`src/hdl/cell_balance_sequencer_assert.svh`:
```
// assertion macros for the cell balance sequencer
// depends on nothing; included by modules that carry concurrent checks
`ifndef CELL_BALANCE_SEQUENCER_ASSERT_SVH
`define CELL_BALANCE_SEQUENCER_ASSERT_SVH

`ifndef SYNTHESIS

`define CBS_ASSERT_IMPL(label, clk, rst_n, ante, cons) \
    label: assert property (@(posedge clk) disable iff (!(rst_n)) (ante) |-> (cons)) \
        else $error("cbs check failed");

`define CBS_ASSERT_NEXT(label, clk, rst_n, ante, cons) \
    label: assert property (@(posedge clk) disable iff (!(rst_n)) (ante) |=> (cons)) \
        else $error("cbs check failed");

`else

`define CBS_ASSERT_IMPL(label, clk, rst_n, ante, cons)

`define CBS_ASSERT_NEXT(label, clk, rst_n, ante, cons)

`endif

`endif

```
`src/hdl/cbs_pkg.sv`:
```
// shared types and constants for the cell balance sequencer
// no dependencies
`timescale 1ns / 1ps

package cbs_pkg;

    localparam int MV_W       = 13;
    localparam int SETTLE_W   = 16;
    localparam int TIME_W     = 32;
    localparam int CFG_DATA_W = 32;
    localparam int CFG_IDX_W  = 3;
    localparam int PHASE_W    = 3;

    localparam logic [PHASE_W-1:0] PH_INITIAL = 3'd0;
    localparam logic [PHASE_W-1:0] PH_SETTLE  = 3'd1;
    localparam logic [PHASE_W-1:0] PH_READ    = 3'd2;
    localparam logic [PHASE_W-1:0] PH_RESTORE = 3'd3;
    localparam logic [PHASE_W-1:0] PH_WAIT    = 3'd4;

    localparam logic [CFG_IDX_W-1:0] CFG_HIGH_LEVEL    = 3'd0;
    localparam logic [CFG_IDX_W-1:0] CFG_RELEASE_LEVEL = 3'd1;
    localparam logic [CFG_IDX_W-1:0] CFG_SETTLE        = 3'd2;
    localparam logic [CFG_IDX_W-1:0] CFG_INTERVAL      = 3'd3;

    localparam logic [MV_W-1:0]     RST_HIGH_LEVEL    = 13'd4200;
    localparam logic [MV_W-1:0]     RST_RELEASE_LEVEL = 13'd4100;
    localparam logic [SETTLE_W-1:0] RST_SETTLE        = 16'd100;
    localparam logic [TIME_W-1:0]   RST_INTERVAL      = 32'd1000;

    localparam logic ACT_POLL = 1'b0;
    localparam logic ACT_SET  = 1'b1;

    typedef struct packed {
        logic              action;
        logic [TIME_W-1:0] now_ms;
        logic [MV_W-1:0]   cell_mv;
        logic              balance_request;
    } t_req;

    typedef struct packed {
        logic               balancer_on;
        logic [PHASE_W-1:0] phase;
        logic [MV_W-1:0]    last_mv;
        logic               over_latched;
    } t_rsp;

endpackage

```
`src/hdl/cell_balance_sequencer.sv`:
```
// cell balance sequencer top level: request register, sequencer update, result register
// depends on cbs_pkg and cell_balance_sequencer_assert.svh
`timescale 1ns / 1ps
`include "cell_balance_sequencer_assert.svh"

// Passive cell-balancing sequencer.
// Input channel: i_in_valid / o_in_stall with payload i_in_data. A request is
// either a poll (one step of the initial, settle, read, restore, wait
// sequence) or a host write of the balancer drive.
// Output channel: o_out_valid / i_out_stall with payload o_out_data; every
// request gives exactly one result: drive, phase, last sample and latch
// after that request.
// Registers: request register, then sequencer state and result register updated together.
// Throughput: one request per cycle while the result is not stalled, set by the state
// update between the request register and the result register.
// Stall: while the result is stalled, one more request is held in the
// request register; after that o_in_stall rises until the result is taken.
// Reset (i_rst_n low, synchronous): phase initial, drive off, latch and
// sample zero, registers back to 4200/4100/100/1000.
// Configuration: i_cfg_we writes register i_cfg_index (0..3) from
// i_cfg_data; higher indexes are ignored. Write only while idle.
module cell_balance_sequencer (
    input  logic                             i_clk,
    input  logic                             i_rst_n,
    input  logic                             i_in_valid,
    output logic                             o_in_stall,
    input  cbs_pkg::t_req                    i_in_data,
    output logic                             o_out_valid,
    input  logic                             i_out_stall,
    output cbs_pkg::t_rsp                    o_out_data,
    input  logic                             i_cfg_we,
    input  logic [cbs_pkg::CFG_IDX_W-1:0]    i_cfg_index,
    input  logic [cbs_pkg::CFG_DATA_W-1:0]   i_cfg_data
);

    logic [cbs_pkg::MV_W-1:0]     r_high_level;
    logic [cbs_pkg::MV_W-1:0]     r_release_level;
    logic [cbs_pkg::SETTLE_W-1:0] r_settle;
    logic [cbs_pkg::TIME_W-1:0]   r_interval;

    logic                         r_in_valid;
    cbs_pkg::t_req                r_in_data;
    logic                         r_out_valid;
    cbs_pkg::t_rsp                r_out_data;

    logic [cbs_pkg::PHASE_W-1:0]  r_phase;
    logic [cbs_pkg::TIME_W-1:0]   r_cycle_start;
    logic                         r_planned;
    logic                         r_latch;
    logic                         r_drive;
    logic [cbs_pkg::MV_W-1:0]     r_sample;

    logic [cbs_pkg::PHASE_W-1:0]  n_phase;
    logic [cbs_pkg::TIME_W-1:0]   n_cycle_start;
    logic                         n_planned;
    logic                         n_latch;
    logic                         n_drive;
    logic [cbs_pkg::MV_W-1:0]     n_sample;

    logic                         w_advance;
    logic [cbs_pkg::TIME_W-1:0]   w_elapsed;

    assign w_advance   = r_in_valid && (!r_out_valid || !i_out_stall);
    assign o_in_stall  = r_in_valid && r_out_valid && i_out_stall;
    assign o_out_valid = r_out_valid;
    assign o_out_data  = r_out_data;
    assign w_elapsed   = r_in_data.now_ms - r_cycle_start;

    always_comb begin
        n_phase       = r_phase;
        n_cycle_start = r_cycle_start;
        n_planned     = r_planned;
        n_latch       = r_latch;
        n_drive       = r_drive;
        n_sample      = r_sample;
        if (r_in_data.action == cbs_pkg::ACT_SET) begin
            n_drive = r_in_data.balance_request;
        end else begin
            case (r_phase)
                cbs_pkg::PH_SETTLE: begin
                    if (w_elapsed >= {{(cbs_pkg::TIME_W-cbs_pkg::SETTLE_W){1'b0}}, r_settle})
                    begin
                        n_phase = cbs_pkg::PH_READ;
                    end
                end
                cbs_pkg::PH_READ: begin
                    n_sample = r_in_data.cell_mv;
                    if (r_in_data.cell_mv >= r_high_level || r_latch) begin
                        if (r_in_data.cell_mv <= r_release_level) begin
                            n_latch   = 1'b0;
                            n_planned = 1'b0;
                        end else begin
                            n_latch   = 1'b1;
                            n_planned = 1'b1;
                        end
                    end
                    n_phase = cbs_pkg::PH_RESTORE;
                end
                cbs_pkg::PH_RESTORE: begin
                    n_drive = r_planned;
                    n_phase = cbs_pkg::PH_WAIT;
                end
                cbs_pkg::PH_WAIT: begin
                    if (w_elapsed >= r_interval) begin
                        n_phase = cbs_pkg::PH_INITIAL;
                    end
                end
                default: begin
                    n_planned     = r_drive;
                    n_drive       = 1'b0;
                    n_phase       = r_drive ? cbs_pkg::PH_SETTLE : cbs_pkg::PH_READ;
                    n_cycle_start = r_in_data.now_ms;
                end
            endcase
        end
    end

    always_ff @(posedge i_clk) begin
        if (!i_rst_n) begin
            r_high_level    <= cbs_pkg::RST_HIGH_LEVEL;
            r_release_level <= cbs_pkg::RST_RELEASE_LEVEL;
            r_settle        <= cbs_pkg::RST_SETTLE;
            r_interval      <= cbs_pkg::RST_INTERVAL;
        end else if (i_cfg_we) begin
            case (i_cfg_index)
                cbs_pkg::CFG_HIGH_LEVEL:    r_high_level    <= i_cfg_data[cbs_pkg::MV_W-1:0];
                cbs_pkg::CFG_RELEASE_LEVEL: r_release_level <= i_cfg_data[cbs_pkg::MV_W-1:0];
                cbs_pkg::CFG_SETTLE:        r_settle        <= i_cfg_data[cbs_pkg::SETTLE_W-1:0];
                cbs_pkg::CFG_INTERVAL:      r_interval      <= i_cfg_data[cbs_pkg::TIME_W-1:0];
                default: begin
                end
            endcase
        end
    end

    always_ff @(posedge i_clk) begin
        if (!i_rst_n) begin
            r_in_valid    <= 1'b0;
            r_out_valid   <= 1'b0;
            r_phase       <= cbs_pkg::PH_INITIAL;
            r_cycle_start <= '0;
            r_planned     <= 1'b0;
            r_latch       <= 1'b0;
            r_drive       <= 1'b0;
            r_sample      <= '0;
        end else begin
            if (i_in_valid && !o_in_stall) begin
                r_in_valid <= 1'b1;
            end else if (w_advance) begin
                r_in_valid <= 1'b0;
            end
            if (w_advance) begin
                r_out_valid   <= 1'b1;
                r_phase       <= n_phase;
                r_cycle_start <= n_cycle_start;
                r_planned     <= n_planned;
                r_latch       <= n_latch;
                r_drive       <= n_drive;
                r_sample      <= n_sample;
            end else if (!i_out_stall) begin
                r_out_valid <= 1'b0;
            end
        end
    end

    always_ff @(posedge i_clk) begin
        if (i_in_valid && !o_in_stall) begin
            r_in_data <= i_in_data;
        end
        if (w_advance) begin
            r_out_data.balancer_on  <= n_drive;
            r_out_data.phase        <= n_phase;
            r_out_data.last_mv      <= n_sample;
            r_out_data.over_latched <= n_latch;
        end
    end

    // checks
    `CBS_ASSERT_IMPL(a_no_stall_when_empty, i_clk, i_rst_n, !r_in_valid, !o_in_stall)
    `CBS_ASSERT_NEXT(a_advance_loads_result, i_clk, i_rst_n, w_advance, r_out_valid)
    `CBS_ASSERT_NEXT(a_settle_goes_to_read, i_clk, i_rst_n,
        w_advance && r_in_data.action == cbs_pkg::ACT_POLL && r_phase == cbs_pkg::PH_SETTLE,
        r_phase == cbs_pkg::PH_SETTLE || r_phase == cbs_pkg::PH_READ)
    `CBS_ASSERT_NEXT(a_initial_drops_drive, i_clk, i_rst_n,
        w_advance && r_in_data.action == cbs_pkg::ACT_POLL && r_phase == cbs_pkg::PH_INITIAL,
        !r_drive && r_planned == $past(r_drive))

endmodule

```
`config.mk`:
```
export PLATFORM = sky130hd
export DESIGN_NAME = cell_balance_sequencer
export DESIGN_NICKNAME = d
export VERILOG_FILES = /design/src/hdl/cbs_pkg.sv /design/src/hdl/cell_balance_sequencer.sv
export VERILOG_INCLUDE_DIRS = /design/src /design/src/hdl
export SDC_FILE = /design/constraint.sdc
export NUM_CORES = 1
export LEC_CHECK = 0
export BUFFER_PORTS_ARGS = -buffer_cell sky130_fd_sc_hd__buf_2
export CAP_MARGIN = 20
export CELL_PAD_IN_SITES_DETAIL_PLACEMENT = 1
export CELL_PAD_IN_SITES_GLOBAL_PLACEMENT = 1
export CORE_UTILIZATION = 34
export CTS_CLUSTER_DIAMETER = 150
export DETAILED_ROUTE_END_ITERATION = 6
export GPL_TIMING_DRIVEN = 1
export PLACE_DENSITY_LB_ADDON = 0.1
export REMOVE_ABC_BUFFERS = 1
export SLEW_MARGIN = 20
export SYNTH_ARGS = -nofsm -noshare
export SYNTH_HDL_FRONTEND = slang
export SYNTH_SLANG_ARGS = --single-unit
```
`constraint.sdc`:
```
create_clock -name i_clk -period 3.95 [get_ports i_clk]
set_input_delay 0.395 -clock i_clk [delete_from_list [all_inputs] [get_ports i_clk]]
set_output_delay 0.395 -clock i_clk [all_outputs]
set_load 0.1 [all_outputs]
```
==> flow_summary.toml, run 1 <==
[clock_tree]
htree_levels = 4
clock_sinks = 192
cts.clk_slew.worst_paths_ps = 80
cts_buffers = 17
cts_root_buffer = "clkbuf_16"
cts_buffer_depth = 2
hold_buffers = 0
cts_tree = "done"
clock_latency_ps = 480

[pwr]
fin_total_pwr_mw = 5.07
leakage_nw = 5.19
powerDensity_mw_per_mm2 = 383
vdd_ir_drop_max_uv = 369

[yosys]
yosys_warnings = 0
synthCells = 1240
ys_ff_latch = 192
synthFlopType = "dfxtp_1"
ys_types = 67
yosysMostFrequentCell = "nand2_1"
synth_edf_count = 65
synth_area_per_cell_sq_um = 8.82
netlist.area_leader.share_pct = 23.2
netlist_top_cells_count = "255 x nand2_1, 127 x dfxtp_1, 113 x inv_1"
async_reset_ff_share_pct = 0
synthTopCellsByArea = "dfxtp_1 23%, edfxtp_1 18%, ha_1 12%"
synth_seq_area_share_pct = 41.1
netlist_area_sq_mm = 0.0109
yosys.area.top_type = "dfxtp_1"

[global_routing]
grt_max_degree = 77
grt_usage_pct = 18.3
grt_overflow = 0
grt_pass1_vias = 9299
grt_pass1_wl_um = 47400
antenna_found_initial = 0

[sta]
finalMaxSlewViolations = 0
final-setup-viol-count = 1
finalHoldViolCount = 0
fin_ws_ps = -32.1
slew_headroom_pct = 45.1
rsz0062_at_grt = "true"
period_share_pct = 101
fin_setup_tns_ps = -32.1
period_needed_ps = 3980
fin_skew_ps = 17.9
tightest_slew_ps = 813
whs_ps = 92.5
fmax_mhz = 251

[final_layout]
num-fill-cells = 3704
seq_area_sq_mm = 0.00449
instances_no_fill = 1813
drive_gt1_share_pct = 20.1
multi_input_area_sq_mm = 0.00600
finalInstanceArea_sq_mm = 0.0132
areaGrowthSynthToFinish_pct = 21.0
diodes = 0
fin_util_pct = 41.9
final_nets = 1591

[min_path]
hold_path_depth = 1
worstHoldStart = "i_in_data[45]"
min_to = "r_in_data[45]"
min_path_type = "in -> reg"

[job]
max_cap_violations = 0

[worst_setup_path]
startpoint_type = "flop"
worstReg2RegEnd = "o_out_data[16]"
cp_num_cells = 18
rrSetupSlack_ps = -30
crit_family = "compound AO/OA/AOI/OAI gates"
crit_slowest_cell = "edfxtp_1"
end_kind = "flop"
critical_path_required_ps = 4160
cpPeakStageDelay_ps = 400
r2r.worst_path.cells = 18
critPathKind = "reg -> reg"
path_cells = "inv_1 > ha_2 > inv_2 > fa_2 > a21o_1 > a311o_1 > a211oi_2 > o21bai_1 > a21oi_1 > xor2_1 > inv_1 > ha_4 > nand4_1 > or2_4 > a2111oi_4 > a211oi_2 > nor3_2 > o41ai_2"
worstPathMaxFanout = 2
critPathArrivalTime_ps = 4190
worstReg2RegStart = "r_in_data[14]"
critical_path_buf_inv_count = 3

[run_status]
status = "finished with violations"
violations = "setup timing"

[die]
coreArea_sq_mm = 0.0316
io_pins = 107
num_rows = 65
die_x_um = 181
start_util_pct = 34.6
die_area_sq_mm = 0.0329
die_h_um = 181

[place]
hpwl_um = 22000
place_area_sq_mm = 0.0124
gp_congestion = 0.807
preCtsSetupSlack_ps = -449
numPlacedInstances = 1769
placement.io_buffers = 106

[detailed_routing]
wire_per_inst_um = 15.9
drc = 0
ant_nets = 0
wl_um = 28900
first_iter_violations = 258
vias_per_cell = 4.98
drt_pass1_iterations = 4
vias = 9020
## repair_timing
item	4_1_cts	5_1_grt
pin swaps	27	18
endpoints found under the setup margin	6	6
setup buffers	10	6
gates resized for setup	28	16
## worst max-delay path by stage
stage / startpoint / to / slack [ps]
finish: r_in_data[14] / o_out_data[16] / -30
global placement: r_in_data[14] / o_out_data[16] / -340
global route: r_in_data[14] / o_out_data[16] / -290
detailed placement: r_in_data[14] / o_out_data[16] / -450
CTS: r_in_data[14] / o_out_data[16] / -60
floorplan: o_out_valid / r_phase[1] / -1330
## per-layer routing
layer	wire [um]	track usage [%]	part of all wire [%]
met4	464	5.42	1.6
met2	13800	31.3	48
met5	0	0	0
met1	14000	23.2	48
met3	660	3.91	2.3
## cells in the final DEF (no fill, tap or decap), types with 5 or more instances in the layout
master / count
xor2_1: 12
o211ai_1: 22
xnor2_1: 13
mux2_2: 13
nand2_1: 255
a21oi_1: 53
edfxtp_1: 65
nand2b_1: 9
a31oi_1: 5
buf_2: 105
inv_1: 112
a21o_1: 28
nor2_1: 44
and3_1: 7
ha_1: 101
nor3_1: 13
buf_4: 87
and2_1: 5
nand3_1: 13
mux2i_1: 16
a21oi_2: 8
o21a_1: 10
nand4_1: 16
clkbuf_16: 17
a211oi_1: 6
a21boi_0: 93
dfxtp_1: 127
nor2b_1: 22
o21ai_0: 37
## worst reg2reg max path, stage by stage (launching register included)
cell and delay [ps]:
edfxtp_1 400, inv_1 90, ha_2 180, inv_2 40, fa_2 350, a21o_1 190
a311o_1 320, a211oi_2 270, o21bai_1 130, a21oi_1 170, xor2_1 230, inv_1 110
ha_4 280, nand4_1 60, or2_4 250, a2111oi_4 290, a211oi_2 140, nor3_2 150
o41ai_2 70
## area by class of cell
class / instances / area share (%)
flip-flops and latches: 192 / 33.9
clock inverters: 15 / 1.39
clock buffers: 17 / 3.21
multi-input cells: 879 / 45.3
well taps: 402 / 3.80
inverters: 113 / 3.20
repair buffers: 195 / 9.16
## power breakdown
part           switching, mW  internal (mW)
Combinational          0.626          0.481
Sequential            0.0470           2.12
Clock                  0.939          0.865
Total                   1.61           3.46
## state kept, by name, indices dropped and copies added (netlist names), 13 cells and up
name,cells
o_out_data,18
r_cycle_start,32
r_high_level,13
r_in_data,47
r_interval,32
r_release_level,13
r_sample,13
r_settle,16
## logic make-up (layout without fill, tap and decap cells)
| family | after synthesis | in the layout | share of synthesized area (%) |
|---|---|---|---|
| DFF | 192 | 192 | 41.1 |
| AOI/OAI and AO/OA | 306 | 306 | 19.2 |
| buffers and inverters | 169 | 340 | 5.89 |
| and+or+nand+nor | 409 | 409 | 16.5 |
| muxes | 29 | 29 | 2.80 |
| xor gates and xnor gates | 28 | 28 | 2.24 |
| adders and majority gates | 107 | 107 | 12.3 |
Power figures use the tool's default switching activity.
==> run 2, diff against run 1 <==
--- a/config.mk
+++ b/config.mk
@@ -14,7 +14,7 @@
 export CTS_CLUSTER_DIAMETER = 150
 export DETAILED_ROUTE_END_ITERATION = 6
 export GPL_TIMING_DRIVEN = 1
-export PLACE_DENSITY_LB_ADDON = 0.1
+export PLACE_DENSITY = 0.69
 export REMOVE_ABC_BUFFERS = 1
 export SLEW_MARGIN = 20
 export SYNTH_ARGS = -nofsm -noshare
==> run 2 against run 1 <==
  * The run still ends with setup timing left
  * Worst hold slack improved by 13 ps
  * Via count shrank 0.35%
  * Fmax decreased by 0.31%
  * Non-clock buffer count decreased by 31
  * Clock skew shrank 4.8 ps
  * Sequential power about the same
  * Sequential cell count unchanged
  * Utilization shrank 0.59 points
  * Total power decreased by 1.2%
  * Cell area fell by 1.4%
  * Die area unchanged
  * Wire length up 0.17%
  * Critical path type unchanged
  * Largest power group unchanged
==> flow_summary.toml, run 2 (synthesis gave the netlist of run 1 again) <==
[run_status]
status = "finished with violations"
violations = "setup timing"

[clock_tree]
clock_sinks = 192
clock_latency_ps = 460
htree_levels = 4
cts_buffers = 17
cts_buffer_depth = 2
cts_root_buffer = "clkbuf_16"
cts.clk_slew.worst_paths_ps = 80
cts_tree = "done"

[worst_setup_path]
r2r.worst_path.cells = 17
critical_path_required_ps = 4230
crit_slowest_cell = "edfxtp_1"
cpPeakStageDelay_ps = 410
critical_path_buf_inv_count = 1
critPathKind = "reg -> reg"
path_cells = "ha_1 > buf_4 > nand2_1 > nor3_1 > o21ai_0 > and3_1 > nor3_1 > ha_1 > a21o_1 > a21o_1 > a21oi_2 > nor2b_1 > o21ai_1 > a21oi_1 > a211oi_2 > nor3_2 > o41ai_2"
worstReg2RegStart = "r_in_data[20]"
end_kind = "flop"
rrSetupSlack_ps = -40
critPathArrivalTime_ps = 4280
startpoint_type = "flop"
crit_family = "compound AO/OA/AOI/OAI gates"
worstReg2RegEnd = "o_out_data[16]"
worstPathMaxFanout = 5

[detailed_routing]
wire_per_inst_um = 16.2
vias_per_cell = 5.04
first_iter_violations = 327
wl_um = 28900
ant_nets = 0
vias = 8988
drt_pass1_iterations = 4
drc = 0

[pwr]
leakage_nw = 5.06
pwr-share-comb_pct = 21.8
switching_share_pct = 29.8
vdd_ir_drop_max_uv = 343
fin_total_pwr_mw = 5.01
powerDensity_mw_per_mm2 = 384
seqPwrFrac_pct = 43.2
clockPowerShare_pct = 35.0
power_switching_mw = 1.49
internal_power_mw = 3.52

[sta]
period_needed_ps = 3990
period_share_pct = 101
fin_setup_tns_ps = -44.7
fmax_mhz = 250
finalHoldViolCount = 0
slew_headroom_pct = 44.9
fin_skew_ps = 13.1
final-setup-viol-count = 1
finalMaxSlewViolations = 0
rsz0062_at_grt = "true"
fin_ws_ps = -44.7
tightest_slew_ps = 819
whs_ps = 105

[place]
preCtsSetupSlack_ps = -428
placement.io_buffers = 106
gp_congestion = 0.834
numPlacedInstances = 1739
place_area_sq_mm = 0.0121
hpwl_um = 21500

[final_layout]
mostFrequentLayoutCell = "nand2_1"
drive_gt1_share_pct = 18.8
regMostFlops = "r_in_data"
diodes = 0
largestRegisters = "r_in_data x47, r_cycle_start x32, r_interval x32"
largest_reg_flops = 47
multi_input_area_sq_mm = 0.00607
finalInstanceArea_sq_mm = 0.0131
seq_area_sq_mm = 0.00449
fin_util_pct = 41.3
areaGrowthSynthToFinish_pct = 19.3
num-fill-cells = 3663
layout.cells.most_common_list = "253 x nand2_1, 127 x dfxtp_1, 112 x inv_1"
instances_no_fill = 1782
final_nets = 1560

[global_routing]
grt_pass1_wl_um = 46700
grt_max_degree = 75
grt_usage_pct = 17.9
grt_overflow = 0
grt_pass1_vias = 9234
antenna_found_initial = 0

[die]
io_pins = 107
coreArea_sq_mm = 0.0316
die_h_um = 181
die_area_sq_mm = 0.0329
die_x_um = 181
start_util_pct = 34.6
num_rows = 65

[job]
max_cap_violations = 0

[min_path]
hold_path_depth = 1
worstHoldStart = "i_in_data[4]"
min_path_type = "in -> reg"
min_to = "r_in_data[4]"
[run 2: cell type report]
cell class / instances / share of cell area (%)
multi-input combinational: 879 / 46.5
sequential: 192 / 34.4
timing repair buffer: 164 / 7.47
clock buffer: 24 / 4.02
tap: 402 / 3.85
inverter: 113 / 3.25
clock inverter: 8 / 0.470
[run 2: power by group through the flow]
stage          clock network [mW]  registers [mW]  logic (mW)
2_1_floorplan                   0            2.26       0.590
3_3_place_gp                    0            2.21       0.957
3_5_place_dp                    0            2.21       0.991
4_1_cts                      1.81            2.17        1.05
5_1_grt                      1.89            2.17        1.21
6_report                     1.75            2.17        1.09
[run 2: repair_timing]
item | 4_1_cts | 5_1_grt
pin swaps | 32 | 30
hold buffers | 0 | 0
buffers inserted | 10 | 2
gates resized for setup | 27 | 27
setup endpoints to repair | 6 | 6
[run 2: per-layer routing]
layer  global-route usage (%)  part of all wire [%]  wire, um
met4                     5.08                   1.6       464
met2                     31.4                    49     14100
met3                     3.13                   2.4       707
met5                        0                     0         0
met1                     22.3                    47     13600
[run 2: worst reg2reg max path: cells and delay by family, from the launching register on]
kind | cells | cell delay [ps]
AOI/OAI and AO/OA | 8 | 1480
adders and majority gates | 2 | 680
buffers and inverters | 1 | 150
DFF | 1 | 410
and+or+nand+nor | 6 | 1090
[run 2: worst max-delay path by stage]
stage | depth (start not counted) | from | slack (ps) | end
after floorplan | 4 | o_out_valid | -1330 | r_phase[1]
after global placement | 18 | r_in_data[14] | -270 | o_out_data[16]
after detailed placement | 18 | r_in_data[14] | -430 | o_out_data[16]
after CTS | 21 | r_in_data[14] | -40 | o_out_data[16]
after global routing | 14 | r_in_data[21] | -210 | o_out_data[16]
final | 17 | r_in_data[20] | -40 | o_out_data[16]
==> run 3, diff against run 2 <==
--- a/config.mk
+++ b/config.mk
@@ -14,7 +14,7 @@
 export CTS_CLUSTER_DIAMETER = 150
 export DETAILED_ROUTE_END_ITERATION = 6
 export GPL_TIMING_DRIVEN = 1
-export PLACE_DENSITY = 0.69
+export PLACE_DENSITY = 0.67
 export REMOVE_ABC_BUFFERS = 1
 export SLEW_MARGIN = 20
 export SYNTH_ARGS = -nofsm -noshare
==> constraint.sdc (replaced) <==
create_clock -name i_clk -period 4.35 [get_ports i_clk]
set_input_delay 0.435 -clock i_clk [delete_from_list [all_inputs] [get_ports i_clk]]
set_output_delay 0.435 -clock i_clk [all_outputs]
set_load 0.1 [all_outputs]
==> run 3 against run 2 <==
  * The flow now finishes without violations
  * Sequential cell count stayed put
  * First-iteration DRC count grew 3.1%
  * Worst hold slack better by 44 ps
  * Non-clock buffer count shrank 37
  * Register-to-register slack improved by 320 ps
  * Via count fell by 2.4%
  * Cell area fell by 3.4%
  * Sequential share of layout area up 1.2 points
  * Highest routed layer unchanged
==> flow_summary.toml, run 3 (synthesis gave the netlist of run 1 again) <==
[clock_tree]
cts_root_buffer = "clkbuf_16"
cts.clk_slew.worst_paths_ps = 80
cts_tree = "done"
hold_buffers = 0
htree_levels = 4
cts_buffer_depth = 2
clock_latency_ps = 470
clock_sinks = 192
cts_buffers = 17

[detailed_routing]
drc = 0
wl_um = 27700
vias = 8771
wire_per_inst_um = 15.9
ant_nets = 0
vias_per_cell = 5.03
first_iter_violations = 337
drt_pass1_iterations = 5

[sta]
period_needed_ps = 4070
fin_ws_ps = 279
finalMaxSlewViolations = 0
final-setup-viol-count = 0
tightest_slew_ps = 1030
finalHoldViolCount = 0
fin_setup_tns_ps = 0
fin_skew_ps = 18.9
fmax_mhz = 246
period_share_pct = 93.6
slew_headroom_pct = 31.1

[place]
gp_congestion = 0.841
placement.io_buffers = 106
hpwl_um = 20800
preCtsSetupSlack_ps = -69.5
place_area_sq_mm = 0.0119

[die]
io_pins = 107
die_area_sq_mm = 0.0329
die_x_um = 181
num_rows = 65
die_h_um = 181
coreArea_sq_mm = 0.0316
start_util_pct = 34.6

[run_status]
status = "finished, final reports clean"

[worst_setup_path]
crit_slowest_cell = "edfxtp_1"
r2r.worst_path.cells = 18
critical_path_required_ps = 4550
worstPathMaxFanout = 4
worstReg2RegStart = "r_in_data[14]"
cpPeakStageDelay_ps = 390
rrSetupSlack_ps = 280
crit_top_cell = "inv_1"
critPathArrivalTime_ps = 4270
worstReg2RegEnd = "o_out_data[16]"
end_kind = "flop"
critPathKind = "reg -> reg"
startpoint_type = "flop"
path_cells = "inv_1 > ha_1 > inv_1 > fa_1 > a21o_1 > a311o_1 > a211oi_2 > o21bai_2 > a21oi_2 > xor2_1 > inv_1 > ha_1 > nand4_1 > or2_2 > a2111oi_4 > a211oi_2 > nor3_2 > o41ai_2"

[final_layout]
largestRegisters = "r_in_data x47, r_cycle_start x32, r_interval x32"
layout.cells.most_common_list = "255 x nand2_1, 127 x dfxtp_1, 113 x inv_1"
final_nets = 1523
largest_reg_flops = 47
regMostFlops = "r_in_data"
diodes = 0
drive_gt1_share_pct = 15.0
finalInstanceArea_sq_mm = 0.0126
areaGrowthSynthToFinish_pct = 15.3
mostFrequentLayoutCell = "nand2_1"

[global_routing]
grt_max_degree = 108
grt_overflow = 0
grt_usage_pct = 17.5
grt_pass1_wl_um = 45500
antenna_found_initial = 0
grt_pass1_vias = 8967

[job]
max_cap_violations = 0

[min_path]
min_to = "r_in_data[31]"
hold_path_depth = 1
worstHoldStart = "i_in_data[31]"
min_path_type = "in -> reg"

[pwr]
leakage_nw = 4.84
vdd_ir_drop_max_uv = 280
powerDensity_mw_per_mm2 = 350
fin_total_pwr_mw = 4.42
-- run 3: cell types whose count changed in the layout (fill, tap and decap cells not counted), sizes merged --
cell / delta
buf: -37
clkbuf: -7
clkinv: +6
inv: +1
-- run 3: critical path, delay by kind of cell (launching register included) --
family          cells  cell delay [ps]
simple gates        3              530
compound gates      8             1630
flops               1              390
xor+xnor            1              240
buf+inv             3              190
fa+ha+maj           3              840
-- run 3: layer usage --
layer | track usage, % | share of wire [%]
met1 | 22.4 | 49
met2 | 29.8 | 47
met3 | 3.39 | 2.6
met4 | 5.02 | 1.5
met5 | 0 | 0
-- run 3: cell type report --
type | instances | area (sq um)
flip-flops and latches | 192 | 4490
repair buffers | 127 | 691
clock inverters | 15 | 151
fillers | 3777 | 19000
inverters | 113 | 424
well taps | 402 | 503
multi-input cells | 879 | 5920
clock buffers | 17 | 425
-- run 3: how the worst max path moves through the flow --
stage	start	to	slack, ps	cells past startpoint
6_report	r_in_data[14]	o_out_data[16]	280	18
4_1_cts	r_in_data[14]	o_out_data[16]	60	18
5_1_grt	r_in_data[14]	o_out_data[16]	-20	18
2_1_floorplan	o_out_valid	r_phase[1]	-930	4
3_5_place_dp	r_in_data[14]	o_out_data[16]	-70	18
3_3_place_gp	r_in_data[14]	o_out_data[16]	70	18
-- run 3: power breakdown --
group,switching [mW],internal (mW)
clock network,0.801,0.764
logic,0.536,0.350
registers,0.0427,1.92
-- run 3: timing repair --
action	4_1_cts	5_1_grt
buffers inserted	1	4
pin swaps	2	9
hold endpoints to repair	0	0
gates cloned	0	0
resized for setup	2	21
setup endpoints to repair	1	5
-- run 3: per-stage QoR --
step | hold slack [ps] | std cells | utilization (%)
global route | 120 | 1745 | 39.9
global placement | 452 | 1708 | 37.6
floorplan | 443 | 1184 | -
finish | 149 | 1745 | 39.9
CTS | 118 | 1741 | 39.5
detailed placement | 458 | 1708 | 37.6
